$ cat config.mk
export PLATFORM = sky130hd
export DESIGN_NAME = periodic_timing_wheel
export DESIGN_NICKNAME = d
export VERILOG_FILES = /design/src/rtl/ptw_pkg.sv /design/src/rtl/periodic_timing_wheel.sv /design/src/rtl/ptw_ctrl.sv /design/src/rtl/ptw_datapath.sv
export SDC_FILE = /design/constraint.sdc
export NUM_CORES = 1
export LEC_CHECK = 0
export ABC_CLOCK_PERIOD_IN_PS = 7900
export CORE_ASPECT_RATIO = 0.75
export CORE_UTILIZATION = 60
export DETAILED_ROUTE_END_ITERATION = 10
export DONT_BUFFER_PORTS = 1
export PLACE_DENSITY = 0.72
export SYNTH_ARGS = -nofsm -noshare
export SYNTH_HDL_FRONTEND = slang
export SYNTH_SLANG_ARGS = --single-unit
$ cat constraint.sdc
create_clock -name clk -period 7.9 [get_ports clk]
set_input_delay 0.395 -clock clk [delete_from_list [all_inputs] [get_ports clk]]
set_output_delay 0.395 -clock clk [all_outputs]
set_load 0.02 [all_outputs]
$ cat src/rtl/ptw_pkg.sv
// ptw_pkg: shared constants, codes and control/status structs for the
// periodic timing wheel. No dependencies; used by every module in rtl/.
`default_nettype none

package ptw_pkg;

  // Field widths fixed by the item format.
  localparam int FUNC_W   = 2;
  localparam int ID_W     = 4;
  localparam int PERIOD_W = 16;
  localparam int KIND_W   = 2;

  // Timer ids are 4 bits, so at most this many entries exist.
  localparam int ID_SPACE = 16;

  // Parameter defaults for the top level.
  localparam int DEF_SLOTS      = 10;
  localparam int DEF_MAX_TIMERS = 16;

  // Operation codes.
  localparam logic [FUNC_W-1:0] FUNC_TICK   = 2'd0;
  localparam logic [FUNC_W-1:0] FUNC_ADD    = 2'd1;
  localparam logic [FUNC_W-1:0] FUNC_REMOVE = 2'd2;

  // Result kinds.
  localparam logic [KIND_W-1:0] KIND_ACK    = 2'd0;
  localparam logic [KIND_W-1:0] KIND_EXPIRE = 2'd1;
  localparam logic [KIND_W-1:0] KIND_QUIET  = 2'd2;

  // Controller -> datapath commands.
  typedef struct packed {
    logic capture;     // latch id and period-1 of the accepted item
    logic tick_start;  // advance position, rewind scan
    logic arm_mul;     // reciprocal multiply
    logic arm_rem;     // quotient and remainder
    logic arm_commit;  // write entry, ack
    logic rm_commit;   // clear entry, ack
    logic scan_step;   // process one entry
    logic scan_close;  // emit final tick result
  } cmd_t;

  // Datapath -> controller status.
  typedef struct packed {
    logic out_free;      // output register can take a result this cycle
    logic scan_last;     // scan index is on the final entry
    logic scan_blocked;  // current entry fires but pending result cannot move
  } sts_t;

endpackage

`default_nettype wire

$ cat src/rtl/periodic_timing_wheel.sv
// periodic_timing_wheel: top level of the hashed timing wheel for periodic timers.
// Depends on ptw_pkg, ptw_ctrl and ptw_datapath.
`default_nettype none

// A wheel of SLOTS slots driving up to min(MAX_TIMERS,16) periodic timers.
// One item at a time is taken. An add runs the period through a reciprocal
// multiply (period-1 divided by SLOTS) in ARM_MUL and ARM_REM and returns
// its ack from ARM_WR; a remove acks from REMOVE. A tick advances the
// position and then walks the timer table one entry per cycle, stalling
// while a firing entry's pending expiry cannot reach the output register.
// Each firing timer yields one expiry item in ascending id order and is
// re-armed in the same cycle from its stored slot step and round reload. A
// tick with no expiry yields one quiet item. The last flag marks the final
// result of each input item. Because an expiry is only known to be final
// when the walk ends, it is held back one firing. A new item can be
// accepted while the previous result still sits in the output register.
// Func code 3 is dropped without any result.
module periodic_timing_wheel #(
  parameter int SLOTS      = ptw_pkg::DEF_SLOTS,
  parameter int MAX_TIMERS = ptw_pkg::DEF_MAX_TIMERS
) (
  input  wire                            clk,
  input  wire                            rst_n,
  input  wire                            in_valid,
  output logic                           in_ready,
  input  wire  [ptw_pkg::FUNC_W-1:0]     in_func,
  input  wire  [ptw_pkg::ID_W-1:0]       in_timer_id,
  input  wire  [ptw_pkg::PERIOD_W-1:0]   in_period,
  output logic                           out_valid,
  input  wire                            out_ready,
  output logic [ptw_pkg::KIND_W-1:0]     out_result_kind,
  output logic [ptw_pkg::ID_W-1:0]       out_timer_id_res,
  output logic                           out_not_found,
  output logic                           out_last
);
  import ptw_pkg::*;

  cmd_t cmd;
  sts_t sts;

  // Sequencer: decodes accepted items, paces arm and scan steps
  ptw_ctrl u_ctrl (
    .clk      (clk),
    .rst_n    (rst_n),
    .in_valid (in_valid),
    .in_ready (in_ready),
    .in_func  (in_func),
    .sts      (sts),
    .cmd      (cmd)
  );

  // Timer table, position, arithmetic and the output register
  ptw_datapath #(
    .SLOTS      (SLOTS),
    .MAX_TIMERS (MAX_TIMERS)
  ) u_dp (
    .clk              (clk),
    .rst_n            (rst_n),
    .in_timer_id      (in_timer_id),
    .in_period        (in_period),
    .cmd              (cmd),
    .sts              (sts),
    .out_valid        (out_valid),
    .out_ready        (out_ready),
    .out_result_kind  (out_result_kind),
    .out_timer_id_res (out_timer_id_res),
    .out_not_found    (out_not_found),
    .out_last         (out_last)
  );

endmodule

`default_nettype wire

$ cat src/rtl/ptw_ctrl.sv
// ptw_ctrl: sequencing state machine for the periodic timing wheel.
// Depends on ptw_pkg (cmd_t, sts_t, function codes).
`default_nettype none

module ptw_ctrl (
  input  wire                          clk,
  input  wire                          rst_n,
  input  wire                          in_valid,
  output logic                         in_ready,
  input  wire  [ptw_pkg::FUNC_W-1:0]   in_func,
  input  ptw_pkg::sts_t                sts,
  output ptw_pkg::cmd_t                cmd
);
  import ptw_pkg::*;

  typedef enum logic [6:0] {
    ST_IDLE    = 7'b0000001,
    ST_ARM_MUL = 7'b0000010,
    ST_ARM_REM = 7'b0000100,
    ST_ARM_WR  = 7'b0001000,
    ST_REMOVE  = 7'b0010000,
    ST_SCAN    = 7'b0100000,
    ST_FINISH  = 7'b1000000
  } state_t;

  state_t state_r, state_nxt;

  assign in_ready = (state_r == ST_IDLE);

  always_comb begin
    state_nxt = state_r;
    cmd       = '0;
    case (state_r)
      ST_IDLE: begin
        if (in_valid) begin
          cmd.capture = 1'b1;
          case (in_func)
            FUNC_TICK: begin
              cmd.tick_start = 1'b1;
              state_nxt      = ST_SCAN;
            end
            FUNC_ADD:    state_nxt = ST_ARM_MUL;
            FUNC_REMOVE: state_nxt = ST_REMOVE;
            default:     state_nxt = ST_IDLE;  // unused code: dropped
          endcase
        end
      end
      ST_ARM_MUL: begin
        cmd.arm_mul = 1'b1;
        state_nxt   = ST_ARM_REM;
      end
      ST_ARM_REM: begin
        cmd.arm_rem = 1'b1;
        state_nxt   = ST_ARM_WR;
      end
      ST_ARM_WR: begin
        if (sts.out_free) begin
          cmd.arm_commit = 1'b1;
          state_nxt      = ST_IDLE;
        end
      end
      ST_REMOVE: begin
        if (sts.out_free) begin
          cmd.rm_commit = 1'b1;
          state_nxt     = ST_IDLE;
        end
      end
      ST_SCAN: begin
        if (!sts.scan_blocked) begin
          cmd.scan_step = 1'b1;
          if (sts.scan_last) begin
            state_nxt = ST_FINISH;
          end
        end
      end
      ST_FINISH: begin
        if (sts.out_free) begin
          cmd.scan_close = 1'b1;
          state_nxt      = ST_IDLE;
        end
      end
      default: state_nxt = ST_IDLE;
    endcase
  end

  always_ff @(posedge clk) begin
    if (!rst_n) begin
      state_r <= ST_IDLE;
    end else begin
      state_r <= state_nxt;
    end
  end

endmodule

`default_nettype wire

$ cat src/rtl/ptw_datapath.sv
// ptw_datapath: timer table, wheel position, arm arithmetic and output register.
// Depends on ptw_pkg; driven by ptw_ctrl through cmd_t / sts_t.
`default_nettype none

module ptw_datapath #(
  parameter int SLOTS      = ptw_pkg::DEF_SLOTS,
  parameter int MAX_TIMERS = ptw_pkg::DEF_MAX_TIMERS
) (
  input  wire                            clk,
  input  wire                            rst_n,
  input  wire  [ptw_pkg::ID_W-1:0]       in_timer_id,
  input  wire  [ptw_pkg::PERIOD_W-1:0]   in_period,
  input  ptw_pkg::cmd_t                  cmd,
  output ptw_pkg::sts_t                  sts,
  output logic                           out_valid,
  input  wire                            out_ready,
  output logic [ptw_pkg::KIND_W-1:0]     out_result_kind,
  output logic [ptw_pkg::ID_W-1:0]       out_timer_id_res,
  output logic                           out_not_found,
  output logic                           out_last
);
  import ptw_pkg::*;

  localparam int SW     = $clog2(SLOTS);
  localparam int NT     = (MAX_TIMERS < ID_SPACE) ? MAX_TIMERS : ID_SPACE;
  localparam int RW     = $clog2((65534 / SLOTS) + 1);
  // floor(x / SLOTS) == (x * MAGIC) >> SHIFT for every 16-bit x
  localparam int SHIFT  = PERIOD_W + SW;
  localparam longint unsigned MAGIC = ((64'd1 << SHIFT) + SLOTS - 1) / SLOTS;
  localparam int MAG_W  = PERIOD_W + 1;
  localparam int PROD_W = PERIOD_W + MAG_W;
  localparam int QS_W   = RW + SW + 1;

  localparam logic [MAG_W-1:0] MAGIC_C  = MAG_W'(MAGIC);
  localparam logic [SW:0]      SLOTS_C  = (SW + 1)'(SLOTS);
  localparam logic [SW-1:0]    SLOT_TOP = SW'(SLOTS - 1);
  localparam logic [ID_W:0]    NT_C     = (ID_W + 1)'(NT);
  localparam logic [ID_W-1:0]  IDX_TOP  = ID_W'(NT - 1);

  // Control state
  logic [SW-1:0]     pos_r;
  logic [ID_SPACE-1:0] active_r;
  logic [ID_W-1:0]   idx_r;
  logic              pend_v_r;
  logic              out_valid_r;

  // Payload
  logic [ID_W-1:0]     id_r;
  logic [PERIOD_W-1:0] pm1_r;
  logic [PROD_W-1:0]   prod_r;
  logic [RW-1:0]       quo_r;
  logic [SW-1:0]       rem_r;
  logic [ID_W-1:0]     pend_id_r;
  logic [KIND_W-1:0]   out_kind_r;
  logic [ID_W-1:0]     out_id_r;
  logic                out_nf_r;
  logic                out_last_r;

  // Timer table; undefined until armed
  logic [SW-1:0] slot_r   [ID_SPACE];
  logic [SW-1:0] step_r   [ID_SPACE];
  logic [RW-1:0] reload_r [ID_SPACE];
  logic [RW-1:0] rounds_r [ID_SPACE];

  logic [PERIOD_W-1:0] pm1_c;
  logic [PROD_W-1:0]   prod_c;
  logic [RW-1:0]       quo_c;
  logic [QS_W-1:0]     qs_c;
  logic [PERIOD_W-1:0] diff_c;
  logic [SW-1:0]       step_c;
  logic [SW-1:0]       add_a, add_b;
  logic [SW:0]         sum_c;
  logic [SW-1:0]       wrap_c;
  logic                id_ok, rm_hit;
  logic                hit, fire;
  logic                out_free;
  logic                out_load;
  logic [KIND_W-1:0]   ld_kind;
  logic [ID_W-1:0]     ld_id;
  logic                ld_nf, ld_last;

  assign pm1_c  = (in_period == '0) ? '0 : in_period - 1'b1;
  assign prod_c = pm1_r * MAGIC_C;
  assign quo_c  = prod_r[SHIFT +: RW];
  assign qs_c   = quo_c * SLOTS_C;
  assign diff_c = pm1_r - qs_c[PERIOD_W-1:0];
  assign step_c = (rem_r == SLOT_TOP) ? '0 : rem_r + 1'b1;

  // One modular adder shared by arming and re-arming.
  assign add_a  = cmd.scan_step ? slot_r[idx_r] : pos_r;
  assign add_b  = cmd.scan_step ? step_r[idx_r] : step_c;
  assign sum_c  = {1'b0, add_a} + {1'b0, add_b};
  assign wrap_c = (sum_c >= SLOTS_C) ? SW'(sum_c - SLOTS_C) : sum_c[SW-1:0];

  assign id_ok  = ({1'b0, id_r} < NT_C);
  assign rm_hit = id_ok && active_r[id_r];

  assign hit  = active_r[idx_r] && (slot_r[idx_r] == pos_r);
  assign fire = hit && (rounds_r[idx_r] == '0);

  assign out_free = !out_valid_r || out_ready;

  assign sts.out_free     = out_free;
  assign sts.scan_last    = (idx_r == IDX_TOP);
  assign sts.scan_blocked = fire && pend_v_r && !out_free;

  // Output register load selection
  always_comb begin
    out_load = 1'b0;
    ld_kind  = KIND_ACK;
    ld_id    = id_r;
    ld_nf    = 1'b0;
    ld_last  = 1'b1;
    if (cmd.arm_commit) begin
      out_load = 1'b1;
      ld_nf    = !id_ok;
    end else if (cmd.rm_commit) begin
      out_load = 1'b1;
      ld_nf    = !rm_hit;
    end else if (cmd.scan_step && fire && pend_v_r) begin
      // earlier expiry goes out now, not the final one
      out_load = 1'b1;
      ld_kind  = KIND_EXPIRE;
      ld_id    = pend_id_r;
      ld_last  = 1'b0;
    end else if (cmd.scan_close) begin
      out_load = 1'b1;
      ld_kind  = pend_v_r ? KIND_EXPIRE : KIND_QUIET;
      ld_id    = pend_v_r ? pend_id_r : '0;
    end
  end

  // Control registers
  always_ff @(posedge clk) begin
    if (!rst_n) begin
      pos_r       <= '0;
      active_r    <= '0;
      idx_r       <= '0;
      pend_v_r    <= 1'b0;
      out_valid_r <= 1'b0;
    end else begin
      if (cmd.tick_start) begin
        pos_r    <= (pos_r == SLOT_TOP) ? '0 : pos_r + 1'b1;
        idx_r    <= '0;
        pend_v_r <= 1'b0;
      end
      if (cmd.arm_commit && id_ok) begin
        active_r[id_r] <= 1'b1;
      end
      if (cmd.rm_commit && rm_hit) begin
        active_r[id_r] <= 1'b0;
      end
      if (cmd.scan_step) begin
        idx_r <= idx_r + 1'b1;
        if (fire) begin
          pend_v_r <= 1'b1;
        end
      end
      if (cmd.scan_close) begin
        pend_v_r <= 1'b0;
      end
      if (out_load) begin
        out_valid_r <= 1'b1;
      end else if (out_ready) begin
        out_valid_r <= 1'b0;
      end
    end
  end

  // Payload registers
  always_ff @(posedge clk) begin
    if (cmd.capture) begin
      id_r  <= in_timer_id;
      pm1_r <= pm1_c;
    end
    if (cmd.arm_mul) begin
      prod_r <= prod_c;
    end
    if (cmd.arm_rem) begin
      quo_r <= quo_c;
      rem_r <= diff_c[SW-1:0];
    end
    if (cmd.arm_commit && id_ok) begin
      slot_r[id_r]   <= wrap_c;
      step_r[id_r]   <= step_c;
      reload_r[id_r] <= quo_r;
      rounds_r[id_r] <= quo_r;
    end
    if (cmd.scan_step && hit) begin
      if (fire) begin
        slot_r[idx_r]   <= wrap_c;
        rounds_r[idx_r] <= reload_r[idx_r];
      end else begin
        rounds_r[idx_r] <= rounds_r[idx_r] - 1'b1;
      end
    end
    if (cmd.scan_step && fire) begin
      pend_id_r <= idx_r;
    end
    if (out_load) begin
      out_kind_r <= ld_kind;
      out_id_r   <= ld_id;
      out_nf_r   <= ld_nf;
      out_last_r <= ld_last;
    end
  end

  assign out_valid        = out_valid_r;
  assign out_result_kind  = out_kind_r;
  assign out_timer_id_res = out_id_r;
  assign out_not_found    = out_nf_r;
  assign out_last         = out_last_r;

`ifndef SYNTHESIS
  a_pos_range: assert property (@(posedge clk) disable iff (!rst_n)
    ({1'b0, pos_r} < SLOTS_C))
    else $error("wheel position out of range");

  a_step_unblocked: assert property (@(posedge clk) disable iff (!rst_n)
    cmd.scan_step |-> !sts.scan_blocked)
    else $error("scan advanced while a result was stuck");

  a_load_free: assert property (@(posedge clk) disable iff (!rst_n)
    out_load |-> out_free)
    else $error("output register overwritten");

  a_close: assert property (@(posedge clk) disable iff (!rst_n)
    cmd.scan_close |=> (!pend_v_r && out_valid_r && out_last_r))
    else $error("tick close did not leave a final result");
`endif

endmodule

`default_nettype wire
Word-level counts from Yosys, hierarchy flattened
Memories as Yosys holds them, arrays and structs flattened. A register that Yosys moved wholly into a read port is not among the register bits.
Cells that the tools add are included.
Word-level totals
  flip-flop bits (word level): 114
  memory bits (writable): 544
  input port bits: 26
  output and inout port bits: 10
  logic and storage cells: 159
  memories: 4
Operators by class
  add/sub/neg operators: 8
  multipliers: 2
  order comparisons: 4
  equal/unequal tests: 17
  mux-type cells: 74
  bitwise operators: 7
  reduce and logical (&&, ||, !) cells: 26
Memory list
  u_dp.reload_r: depth 16, width 13, read ports 1, clocked after memory_dff 1, write ports 1, line ptw_datapath.sv:62  | logic [RW-1:0] reload_r [ID_SPACE];
  u_dp.rounds_r: depth 16, width 13, read ports 1, clocked after memory_dff 1, write ports 1, line ptw_datapath.sv:63  | logic [RW-1:0] rounds_r [ID_SPACE];
  u_dp.slot_r: depth 16, width 4, read ports 1, clocked after memory_dff 1, write ports 1, line ptw_datapath.sv:60  | logic [SW-1:0] slot_r [ID_SPACE];
  u_dp.step_r: depth 16, width 4, read ports 1, clocked after memory_dff 1, write ports 1, line ptw_datapath.sv:61  | logic [SW-1:0] step_r [ID_SPACE];
Operator list (number)
  2-to-1 mux 4 bit: 23
  2-to-1 mux 16 bit: 3
  one-hot mux 7 bit (5 select lines): 1
  2-to-1 mux 1 bit: 34
  multiplier 16 x 16 -> 32 bit, second input constant: 1
  2-to-1 mux 7 bit: 4
  2-to-1 mux 13 bit: 2
  one-hot mux 6 bit (3 select lines): 1
  AND 16 bit: 1
  logical NOT 16 bit: 1
  NOT 16 bit: 1
  OR 16 bit: 1
  subtractor 16 x 1 -> 16 bit, second input constant: 1
  logical NOT 13 bit: 1
  multiplier 13 x 3 -> 3 bit, second input constant: 1
  OR reduction 13 bit: 1
  subtractor 13 x 1 -> 13 bit, second input constant: 1
  adder 4 x 1 -> 4 bit, second input constant: 3
  equality test 4 bit, second input constant: 3
  < comparator 4 x 5 -> 1 bit, second input constant: 2
  logical AND 1 bit: 9
  binary-select mux 1 bit (select 4 bit): 2
  OR reduction 4 bit: 2
  equality test 7 x 1 -> 1 bit, second input constant: 1
  other kinds (27): 38

Logic depth before layout (Yosys ltp)
Gate-level depths: netlist of the first run.
  depth after elaboration: 14
  depth in mapped cells: 26
  gate-level depth less buffers: 21

By module
A second synthesis of the first run with hierarchy kept.
Unflattened totals
  cells, all modules: 2042
  area, all modules: 33225.6 sq um
By module, submodules not included
  ptw_datapath: instances 1, cells each 1985, area an instance 32727.6 sq um, seq. area each 18798.0 sq um
  ptw_ctrl: instances 1, cells each 57, area an instance 498.0 sq um, seq. area each 140.1 sq um

Worst setup path before layout of the first run
OpenSTA, ideal clock, no wires.
  path type: register to register
  from: reg u_dp.pm1_r[4]
  to: reg u_dp.prod_r[32], data pin
  library setup time: 158 ps
  arrival time: 5907 ps
  required time: 7742 ps
  slack: 1835 ps
  cell stages (with the launch flop): 21
  buffers on the path: 0
  clock period less this slack: 6065 ps
  cells stage by stage: edfxtp_1 > ha_1 > xor2_1 > ha_1 > fa_1 > inv_1 > fa_1 > inv_1 > fa_1 > inv_1 > fa_1 > inv_1 > ha_1 > a21oi_1 > o21ai_0 > or4_1 > a311o_1 > a311oi_1 > o21ai_0 > a2111o_1 > o211ai_1
Between the ends
  word-level cells in the longest chain between the ends: 1
Ends and longest elaborated chain
  start: declaration: line ptw_datapath.sv:49  | logic [PERIOD_W-1:0] pm1_r;
  start signal: assignment: line ptw_datapath.sv:174  | pm1_r <= pm1_c;
  multiplier 16 x 16 -> 32 bit: line ptw_datapath.sv:83  | assign prod_c = pm1_r * MAGIC_C;
  via u_dp.prod_c[32]: line ptw_datapath.sv:66  | logic [PROD_W-1:0] prod_c;
  end signal: assignment: line ptw_datapath.sv:177  | prod_r <= prod_c;
  end: declaration: line ptw_datapath.sv:50  | logic [PROD_W-1:0] prod_r;
The timed path passes the listed nets, and every way through them passes these cells.
A chain may end at the register's enable or synchronous reset.

Worst setup path in the final report of the first run
Ends and elaborated chain as after synthesis.

==> run_results.csv, run 1 <==
group,metric,value,unit
status,status,"finished clean",
global_routing,grt_pass1_wl,103000,µm
clocking,clk_latency,0.63,ns
drt,post_drt_via_cell_ratio,6.41,
worst_setup_path,cpMaxStageDelayCell,"a311oi_1",
global_routing,grt_max_degree,41,
floorplanning,initial_core_util,0.608,
yosys,syn-cell-area,30400,µm²
pwr,p_leak,11.8,nW
global_routing,grt-ovfl-total,0,
finish,fin_area,33400,µm²
finish,fin_util,0.667,
drt,drtIter0Drc,1786,
timing,fin_setup_tns,0,ns
floorplanning,fp.dieW,262,µm
floorplanning,core_area,50100,µm²
clocking,cts_setup_buffers,0,
floorplanning,fp.dieH,197,µm
timing,finalHoldViolCount,0,
global_routing,first_global_vias,16543,
job,cap_violations,0,
yosys,ys_ff_latch,643,
worst_setup_path,cp_max_fo,6,
timing,fin_skew,0.0217,ns
timing,worstMarginPinSlew,1.19,ns
worst_setup_path,worst_setup_path_end_kind,"register",
clocking,cts_made_buffers,60,
floorplanning,dieArea,51700,µm²
placed_design,placed_cell_area,31400,µm²
timing,layout_min_cycle_time,6.74,ns
worst_setup_path,critPathKind,"reg2reg",
floorplanning,rows,71,
drt,drc,0,
timing,holdWs,0.0362,ns
timing,rsz0062_at_grt,"false",
drt,drt-total-wl,68800,µm
worst_setup_path,slowest_delay,0.64,ns
worst_setup_path,cp.buffers_inverters,4,
pwr,ir_drop,0.000725,V
clocking,cts_buffer_depth,3,
yosys,synth_edf_count,606,
floorplanning,top_level_ports,36,
yosys,ys_async_sr_fraction,0,
finish,nets,2090,
global_routing,antenna_found_initial,0,
yosys,synthFlopType,"edfxtp_1",
clocking,cts.sinks,643,
clocking,cts-root-buf,"clkbuf_16",
clocking,clk_pin_slew_worst_paths,0.06,ns
clocking,cts_tree,"done",
yosys,syn_area_per_cell,17.0,µm²
worst_setup_path,crit_family,"adder cells",
timing,max_freq,148,MHz
yosys,syn_nets,2036,
clocking,htreeDepth,2,
worst_setup_path,crit_chain,"ha_1 -> xor2_1 -> ha_1 -> fa_1 -> inv_1 -> fa_1 -> inv_1 -> fa_1 -> inv_1 -> fa_1 -> inv_1 -> ha_1 -> a21oi_1 -> o21ai_0 -> or4_1 -> a311o_1 -> a311oi_1 -> o21ai_0 -> a2111o_1 -> o211ai_1",
worst_setup_path,arrival,7.19,ns
placed_design,placed_cells,2425,
drt,detail_route.first_pass.iterations,8,
yosys,yosysSeqAreaShare,0.622,
timing,period_share,0.853,
worst_setup_path,worstPathRequired,8.36,ns
finish,drive_above_1_share,0.189,
drt,vias,16337,
pwr,power_density,353,nW/µm²
placed_design,gp_congestion,0.902,
placed_design,hpwl,45000,µm
drt,detail_route.wl_per_cell,27.0,µm
yosys,postSynthCellCount,1788,
yosys,yosysWarningCount,0,
timing,finalSetupViolCount,0,
placed_design,portBuffers,0,
timing,maxSlewHeadroom,0.203,
finish,diodes,0,
finish,area_delta_synth_final,9.73,%
yosys,ys_types,72,
finish,layout.cells.non_filler,2549,
timing,slew_violations,0,
global_routing,grt_usage,0.277,
worst_setup_path,cp-start-kind,"register",
worst_hold_path,holdCritPathClass,"in2reg",
clocking,cts_resized,0,
drt,antenna_left,0,
==> report_power, final <==
part	switching (mW)	internal, mW
combinational	2.75	2.28
sequential	0.0621	3.93
clock	1.24	1.52
total	4.05	7.74
==> area by class of cell <==
| cell class | instances | area, µm² |
|---|---|---|
| clock buffer | 79 | 1590 |
| clock inverter | 33 | 277 |
| fill | 3434 | 16700 |
| inverter | 166 | 623 |
| multi-input combinational | 914 | 10700 |
| sequential | 643 | 18900 |
| tap | 657 | 822 |
| timing repair buffer | 57 | 458 |
==> flip-flops by register name, indices dropped and copies added, names as in the netlist, 2 cells and up, named ones only <==
name and count:
u_dp.quo_r 13, u_dp.pm1_r 16, u_dp.pos_r 4, u_dp.rounds_r 208
u_dp.step_r 64, u_dp.slot_r 64, u_dp.reload_r 208, u_dp.out_result_kind 2
u_ctrl.state_r 7, u_dp.active_r 16, u_dp.idx_r 4, u_dp.out_timer_id_res 4
u_dp.prod_r 13, u_dp.id_r 4, u_dp.pend_id_r 4, u_dp.rem_r 4
==> Yosys cell counts, types with 11 or more instances <==
cell,n,area share
edfxtp_1,606,0.60
o21ai_1,22,0.0036
nor2_1,45,0.0055
nor2b_1,18,0.0037
xor2_1,20,0.0058
nand2_1,81,0.010
o31ai_1,14,0.0035
mux2i_1,29,0.0095
fa_1,81,0.053
xnor2_1,33,0.0095
mux2_2,12,0.0044
inv_1,164,0.020
dfxtp_1,37,0.024
clkbuf_1,27,0.0033
buf_2,22,0.0036
nand3_1,25,0.0041
o21ai_0,29,0.0048
mux4_2,164,0.12
a22oi_1,11,0.0027
o221a_2,16,0.0059
nor3_1,15,0.0025
ha_1,141,0.058
a21oi_1,26,0.0043
==> timing repair <==
item                                   CTS  global route
endpoints found under the hold margin   37             0
hold buffers                            12             0
setup endpoints to repair                0             0
==> placed cells by master (no fill, tap or decap), drive strengths merged, types with 26 or more instances in the layout <==
cell,instances
a21oi,26
buf,45
clkbuf,79
clkinv,27
dfxtp,37
edfxtp,606
fa,81
ha,141
inv,167
mux2i,29
mux4,164
nand2,81
nor2,45
o21ai,51
xnor2,33
==> stage by stage <==
stage | setup WS [ns] | total power [mW]
4_1_cts | 1.15 | 11.8
6_report | 1.16 | 11.8
2_1_floorplan | 1.83 | 7.90
3_3_place_gp | 1.34 | 8.95
5_1_grt | 0.714 | 12.8
3_5_place_dp | 1.16 | 9.06
==> path summary, 6_finish.rpt <==
path / cells past startpoint / from / slack (ns) / to
hold reg to reg: 0 / u_dp.prod_r[26] / 0.43 / u_dp.quo_r[6]
setup / recovery: 20 / u_dp.pm1_r[4] / 1.16 / u_dp.prod_r[32]
setup reg to reg: 20 / u_dp.pm1_r[4] / 1.16 / u_dp.prod_r[32]
hold / removal: 2 / in_period[4] / 0.04 / u_dp.pm1_r[4]
==> routing by layer <==
metal / vias to the layer above / part of all wire / GRT usage
met4: 0 / 0.015 / 0.0557
met2: 738 / 0.44 / 0.395
met3: 85 / 0.087 / 0.0443
met1: 8470 / 0.46 / 0.454
li1: 7044 / - / -
met5: - / 0 / 0
==> logic make-up (layout without fill, tap and decap cells) <==
group / after synthesis / count (layout) / share of synthesized area
AO/OA/AOI/OAI: 178 / 178 / 0.0414
XOR/XNOR: 53 / 53 / 0.0152
adder cells (fa/ha/maj): 222 / 222 / 0.111
buffers and inverters: 231 / 335 / 0.0307
flip-flops: 643 / 643 / 0.622
multiplexers: 207 / 207 / 0.136
AND/OR/NAND/NOR: 254 / 254 / 0.0435
Note: power is estimated with default switching activity, not from simulation.
==> run 2, diff against run 1 <==
- SYNTH_HIERARCHICAL: unset -> 1
==> run 2 against run 1 <==
Effect of this change:
- fmax down 7.2%
- synthesized cell count rose by 14%
- clock power up 5%
- die area rose by 9.0%
- via count grew 12%
- combinational power rose by 8.7%
- clock skew up 0.0076 ns
- sequential cell count did not move
- final area up 7.6%
- area after synthesis grew 9.1%
- clock-buffer cell count down 2
- sequential power is 1% higher
==> run_results.csv, run 2 <==
group,metric,value,unit
yosys,syn_nets,2292,
finish,layout.cells.non_filler,2817,
drt,drc,0,
yosys,ys_async_sr_fraction,0,
yosys,yosysWarningCount,6,
drt,post_drt_via_cell_ratio,6.48,
global_routing,grt_max_degree,70,
timing,rsz0062_at_grt,"false",
job,cap_violations,0,
yosys,synth_commonest_cells,"edfxtp_1 (606), mux2_2 (181), inv_1 (172)",
worst_setup_path,cp-start-kind,"register",
timing,fin_skew,0.0293,ns
worst_setup_path,crit_chain,"buf_4 -> mux4_2 -> a221oi_1 -> ha_1 -> nor3b_1 -> nand4bb_1 -> buf_4 -> nor4_1 -> nor3_2 -> buf_4 -> inv_1 -> a21oi_1 -> ha_1 -> fa_1 -> inv_1 -> ha_1 -> nand2_1 -> a21boi_0 -> xnor2_1",
timing,setup_ws,0.643,ns
worst_setup_path,worst_setup_path_end_kind,"register",
status,status,"finished clean",
yosys,syn-cell-area,33200,µm²
timing,maxSlewHeadroom,0.124,
floorplanning,fp.dieW,274,µm
yosys,postSynthCellCount,2042,
yosys,synth_edf_count,606,
yosys,syn_area_per_cell,16.3,µm²
finish,final_common_cell,"edfxtp_1",
yosys,synthFlopType,"edfxtp_1",
drt,detail_route.first_pass.iterations,5,
pwr,power_density,345,nW/µm²
clocking,cts-root-buf,"clkbuf_16",
pwr,ir_drop,0.000704,V
timing,period_share,0.919,
placed_design,dp_slack,0.848,ns
clocking,cts.sinks,643,
worst_setup_path,critPathKind,"reg2reg",
yosys,synth.most_common_cell,"edfxtp_1",
floorplanning,core_area,54500,µm²
clocking,cts_made_buffers,60,
finish,top_regs,"u_dp/reload_r: 208 flops, u_dp/rounds_r: 208 flops",
finish,area_delta_synth_final,8.21,%
clocking,clk_pin_slew_worst_paths,0.06,ns
placed_design,gp_congestion,0.946,
global_routing,grt-ovfl-total,0,
drt,vias,18263,
finish,drive_above_1_share,0.271,
clocking,cts_tree,"done",
timing,layout_min_cycle_time,7.26,ns
timing,finalHoldViolCount,0,
clocking,htreeDepth,2,
yosys,ys_types,78,
worst_setup_path,cpMaxStageDelayCell,"xnor2_1",
timing,slew_violations,0,
worst_hold_path,holdCritPathClass,"in2reg",
global_routing,antenna_found_initial,1,
yosys,ys_ff_latch,643,
worst_setup_path,slowest_delay,0.87,ns
global_routing,grt_pass1_wl,116000,µm
timing,fin_setup_tns,0,ns
yosys,synth_top_area_frac,0.548,
worst_setup_path,cp_max_fo,22,
finish,diodes,0,
yosys,yosys.area.top_type,"edfxtp_1",
floorplanning,top_level_ports,36,
clocking,cts_setup_buffers,0,
timing,finalSetupViolCount,0,
finish,nets,2294,
finish,layout_common_cells,"edfxtp_1 (606), mux2_2 (181), inv_1 (172)",
clocking,cts_buffer_depth,3,
worst_setup_path,arrival,7.53,ns
global_routing,first_global_vias,18490,
global_routing,grt_usage,0.281,
clocking,cts_resized,0,
worst_setup_path,worstPathRequired,8.18,ns
finish,multi_input_area,13000,µm²
timing,worstMarginPinSlew,1.28,ns
drt,drtIter0Drc,1991,
clocking,clk_latency,0.63,ns
timing,max_freq,138,MHz
finish,n_fill_cell,3753,
drt,detail_route.wl_per_cell,27.3,µm
floorplanning,initial_core_util,0.609,
drt,drt-total-wl,76800,µm
pwr,p_leak,12.7,nW
drt,antenna_left,0,
placed_design,hpwl,50800,µm
floorplanning,rows,74,
finish,fin_util,0.659,
yosys,synth.area.top_cells,"edfxtp_1 (55%), mux4_2 (11%), mux2_2 (6.1%), ha_1 (5.4%), fa_1 (4.9%)",
finish,regArea,18900,µm²
floorplanning,dieArea,56300,µm²
placed_design,placed_cells,2695,
yosys,yosysSeqAreaShare,0.570,
floorplanning,fp.dieH,206,µm
placed_design,portBuffers,0,
timing,holdWs,0.0312,ns
[run 2: changes by cell type in the layout (fill, tap and decap cells not counted), moves of 12 or more]
cell / delta
mux2_2: +169
nand2_1: -18
nor2_2: +13
o22ai_1: +22
o31ai_2: -12
mux2_4: +24
o21ai_1: -15
nor2_1: +16
nand3_1: -13
mux2_1: +19
[run 2: final timing paths]
path | from | to | slack [ns] | cells after the start
worst min-delay path | in_period[12] | u_dp/pm1_r[12] | 0.03 | 2
worst min register to register | u_dp/prod_r[23] | u_dp/quo_r[3] | 0.44 | 0
worst max-delay path | register | u_dp/slot_r[10][1] | 0.64 | 19
worst max register to register | register | u_dp/slot_r[10][1] | 0.64 | 19
[run 2: timing repair]
action | in CTS | in global routing
hold buffers | 9 | 0
endpoints found under the setup margin | 0 | 0
endpoints found under the hold margin | 29 | 0
[run 2: cells by family after synthesis]
logic type,synth area share
flip-flops,0.570
AND/OR/NAND/NOR,0.0462
buffers and inverters,0.0386
XOR/XNOR,0.0134
AO/OA/AOI/OAI,0.0314
adder cells (fa/ha/maj),0.103
multiplexers,0.198
[run 2: metal layers]
metal	share of wire	wire (µm)	vias up	global-route usage
met5	0	0	-	0
met1	0.45	34700	9488	0.436
met4	0.015	1170	0	0.0549
met3	0.092	7050	94	0.0543
li1	-	-	7867	-
met2	0.44	33900	814	0.416
[run 2: layout make-up]
class | instances | share of cell area
Tap cell | 722 | 0.0251
Inverter | 174 | 0.0182
Timing Repair Buffer | 51 | 0.0116
Sequential cell | 643 | 0.527
Clock buffer | 77 | 0.0470
Clock inverter | 36 | 0.00842
Multi-Input combinational cell | 1114 | 0.363
[run 2: report_power, final]
group / internal, mW / switching, mW / total, mW
Sequential: 3.96 / 0.0806 / 4.04
Combinational: 2.36 / 3.10 / 5.47
Clock: 1.64 / 1.26 / 2.90
Total: 7.97 / 4.44 / 12.4
[run 2: critical path, delay by kind of cell, from the launching register on]
kind	cells	cell delay, ns
adder cells (fa/ha/maj)	4	1.28
multiplexers	1	0.54
flip-flops	1	0.62
AND/OR/NAND/NOR	5	1.58
buffers and inverters	5	1.15
XOR/XNOR	1	0.87
AO/OA/AOI/OAI	3	0.82
[run 2: metrics by stage]
step / total power [mW] / area (µm²)
final: 12.4 / 36000
after detailed placement: 9.51 / 33900
after CTS: 12.5 / 36000
after global placement: 9.41 / 33900
after floorplan: 8.17 / 33200
after global routing: 13.4 / 36000
==> run 3, diff against run 2 <==
==> constraint.sdc (replaced) <==
create_clock -name clk -period 7.9 [get_ports clk]
set_input_delay 1.975 -clock clk [delete_from_list [all_inputs] [get_ports clk]]
set_output_delay 1.975 -clock clk [all_outputs]
set_load 0.02 [all_outputs]
==> run 3 against run 2 <==
Effect of this change:
- global-route usage about the same
- sequential share of layout area increased by 0.13 points
- clock skew increased by 0.0015 ns
- worst setup slack got worse by 0.031 ns
- core utilization decreased by 0.17 points
- register-to-register slack got worse by 0.03 ns
- routed wire length about the same
- clock-buffer cell count unchanged
- cell count decreased by 0.32%
- largest power group unchanged
==> run_results.csv, run 3 (synthesis results as in run 2) <==
group,metric,value,unit
floorplanning,fp.dieH,206,µm
floorplanning,rows,74,
worst_setup_path,critPathKind,"reg2reg",
finish,n_fill_cell,3761,
pwr,p_sw_frac,0.358,
clocking,cts_setup_buffers,0,
pwr,combPwrFrac,0.440,
timing,fin_setup_tns,0,ns
clocking,clk_pin_slew_worst_paths,0.06,ns
worst_hold_path,holdCritPathClass,"reg2reg",
global_routing,grt_usage,0.281,
drt,post_drt_via_cell_ratio,6.48,
pwr,p_switching,4.45,mW
clocking,htreeDepth,2,
placed_design,placed_cells,2695,
finish,top_regs,"u_dp/reload_r: 208 flops, u_dp/rounds_r: 208 flops",
status,status,"finished clean",
floorplanning,fp.dieW,274,µm
drt,drt-total-wl,76800,µm
worst_setup_path,worstPathRequired,8.18,ns
finish,nets,2285,
pwr,ir_drop,0.000704,V
pwr,power_frac_seq,0.326,
global_routing,antenna_found_initial,1,
worst_setup_path,cp-start-kind,"register",
drt,vias,18194,
global_routing,grt-ovfl-total,0,
clocking,cts-root-buf,"clkbuf_16",
worst_setup_path,worst_setup_path_end_kind,"register",
finish,diodes,0,
worst_setup_path,cpMaxStageDelayCell,"xnor2_1",
timing,maxSlewHeadroom,0.128,
finish,layout_common_cells,"edfxtp_1 (606), mux2_2 (181), inv_1 (172)",
clocking,hold_buffers,0,
pwr,p_int,7.96,mW
worst_setup_path,slowest_delay,0.86,ns
worst_setup_path,arrival,7.57,ns
drt,drtIter0Drc,2018,
floorplanning,top_level_ports,36,
pwr,pwr-share-clk,0.234,
floorplanning,core_area,54500,µm²
drt,detail_route.wl_per_cell,27.4,µm
placed_design,gp_congestion,0.946,
drt,antenna_left,0,
placed_design,portBuffers,0,
worst_setup_path,cp_max_fo,22,
global_routing,first_global_vias,18428,
drt,drc,0,
clocking,cts.sinks,643,
clocking,cts_made_buffers,60,
global_routing,grt_max_degree,70,
finish,fin_util,0.658,
placed_design,hpwl,50800,µm
clocking,clk_latency,0.63,ns
floorplanning,dieArea,56300,µm²
timing,slew_violations,0,
timing,fin_skew,0.0308,ns
timing,layout_min_cycle_time,7.29,ns
timing,worstMarginPinSlew,1.27,ns
worst_setup_path,crit_chain,"buf_4 -> mux4_2 -> a221oi_1 -> ha_1 -> nor3b_1 -> nand4bb_1 -> buf_4 -> nor4_1 -> nor3_2 -> buf_4 -> inv_1 -> a21oi_1 -> ha_1 -> fa_1 -> inv_1 -> ha_1 -> nand2_1 -> a21boi_0 -> xnor2_1",
finish,multi_input_area,13000,µm²
job,cap_violations,0,
timing,max_freq,137,MHz
finish,regArea,18900,µm²
pwr,power_density,346,nW/µm²
pwr,p_leak,12.7,nW
finish,drive_above_1_share,0.272,
floorplanning,initial_core_util,0.609,
finish,final_common_cell,"edfxtp_1",
timing,period_share,0.923,
clocking,cts_tree,"done",
timing,rsz0062_at_grt,"false",
timing,finalHoldViolCount,0,
clocking,cts_resized,0,
clocking,cts_buffer_depth,3,
drt,detail_route.first_pass.iterations,7,
timing,finalSetupViolCount,0,
finish,area_delta_synth_final,7.93,%
global_routing,grt_pass1_wl,116000,µm
finish,layout.cells.non_filler,2808,
run 3: final timing paths:
check | endpoint | slack, ns | cells after the start | startpoint
setup / recovery | u_dp/slot_r[10][1] | 0.61 | 19 | register
hold / removal | u_dp/quo_r[3] | 0.44 | 0 | u_dp/prod_r[23]
setup reg to reg | u_dp/slot_r[10][1] | 0.61 | 19 | register
hold reg to reg | u_dp/quo_r[3] | 0.44 | 0 | u_dp/prod_r[23]
run 3: power by group through the flow:
stage / clock network, mW / registers (mW) / logic [mW]
final: 2.91 / 4.04 / 5.46
after global placement: 0 / 4.11 / 5.30
after floorplan: 0 / 4.07 / 4.10
after global routing: 3.07 / 4.04 / 6.32
after detailed placement: 0 / 4.11 / 5.40
after CTS: 2.94 / 4.04 / 5.49
run 3: critical path: cells and delay by family (launching register included):
family	cells	cell delay, ns
xor gates and xnor gates	1	0.86
buffers and inverters	5	1.15
and+or+nand+nor	5	1.62
muxes	1	0.54
DFF	1	0.62
adders and majority gates	4	1.28
AOI/OAI and AO/OA	3	0.82
run 3: cell type report:
cell class                 count  area share
sequential                   643       0.528
tap                          722      0.0252
clock buffer                  77      0.0471
multi-input combinational   1114       0.364
timing repair buffer          42     0.00914
clock inverter                36     0.00844
inverter                     174      0.0182
run 3: metal layers:
layer  GRT usage  wire length [µm]  vias to the layer above
li1            -                 -                     7850
met1       0.436             34900                     9506
met2       0.414             34100                      740
met3      0.0541              6680                       98
met4      0.0549              1190                        0
met5           0                 0                        -
run 3: metrics by stage:
stage                     power, mW  hold slack [ns]  worst slack (ns)  area, µm²
after global routing           13.4            0.447             0.101      35900
final                          12.4            0.440             0.612      35900
after detailed placement       9.51            0.414             0.848      33900
after global placement         9.41            0.403              1.14      33900
after CTS                      12.5            0.437             0.772      35900
after floorplan                8.17            0.400              1.23      33200
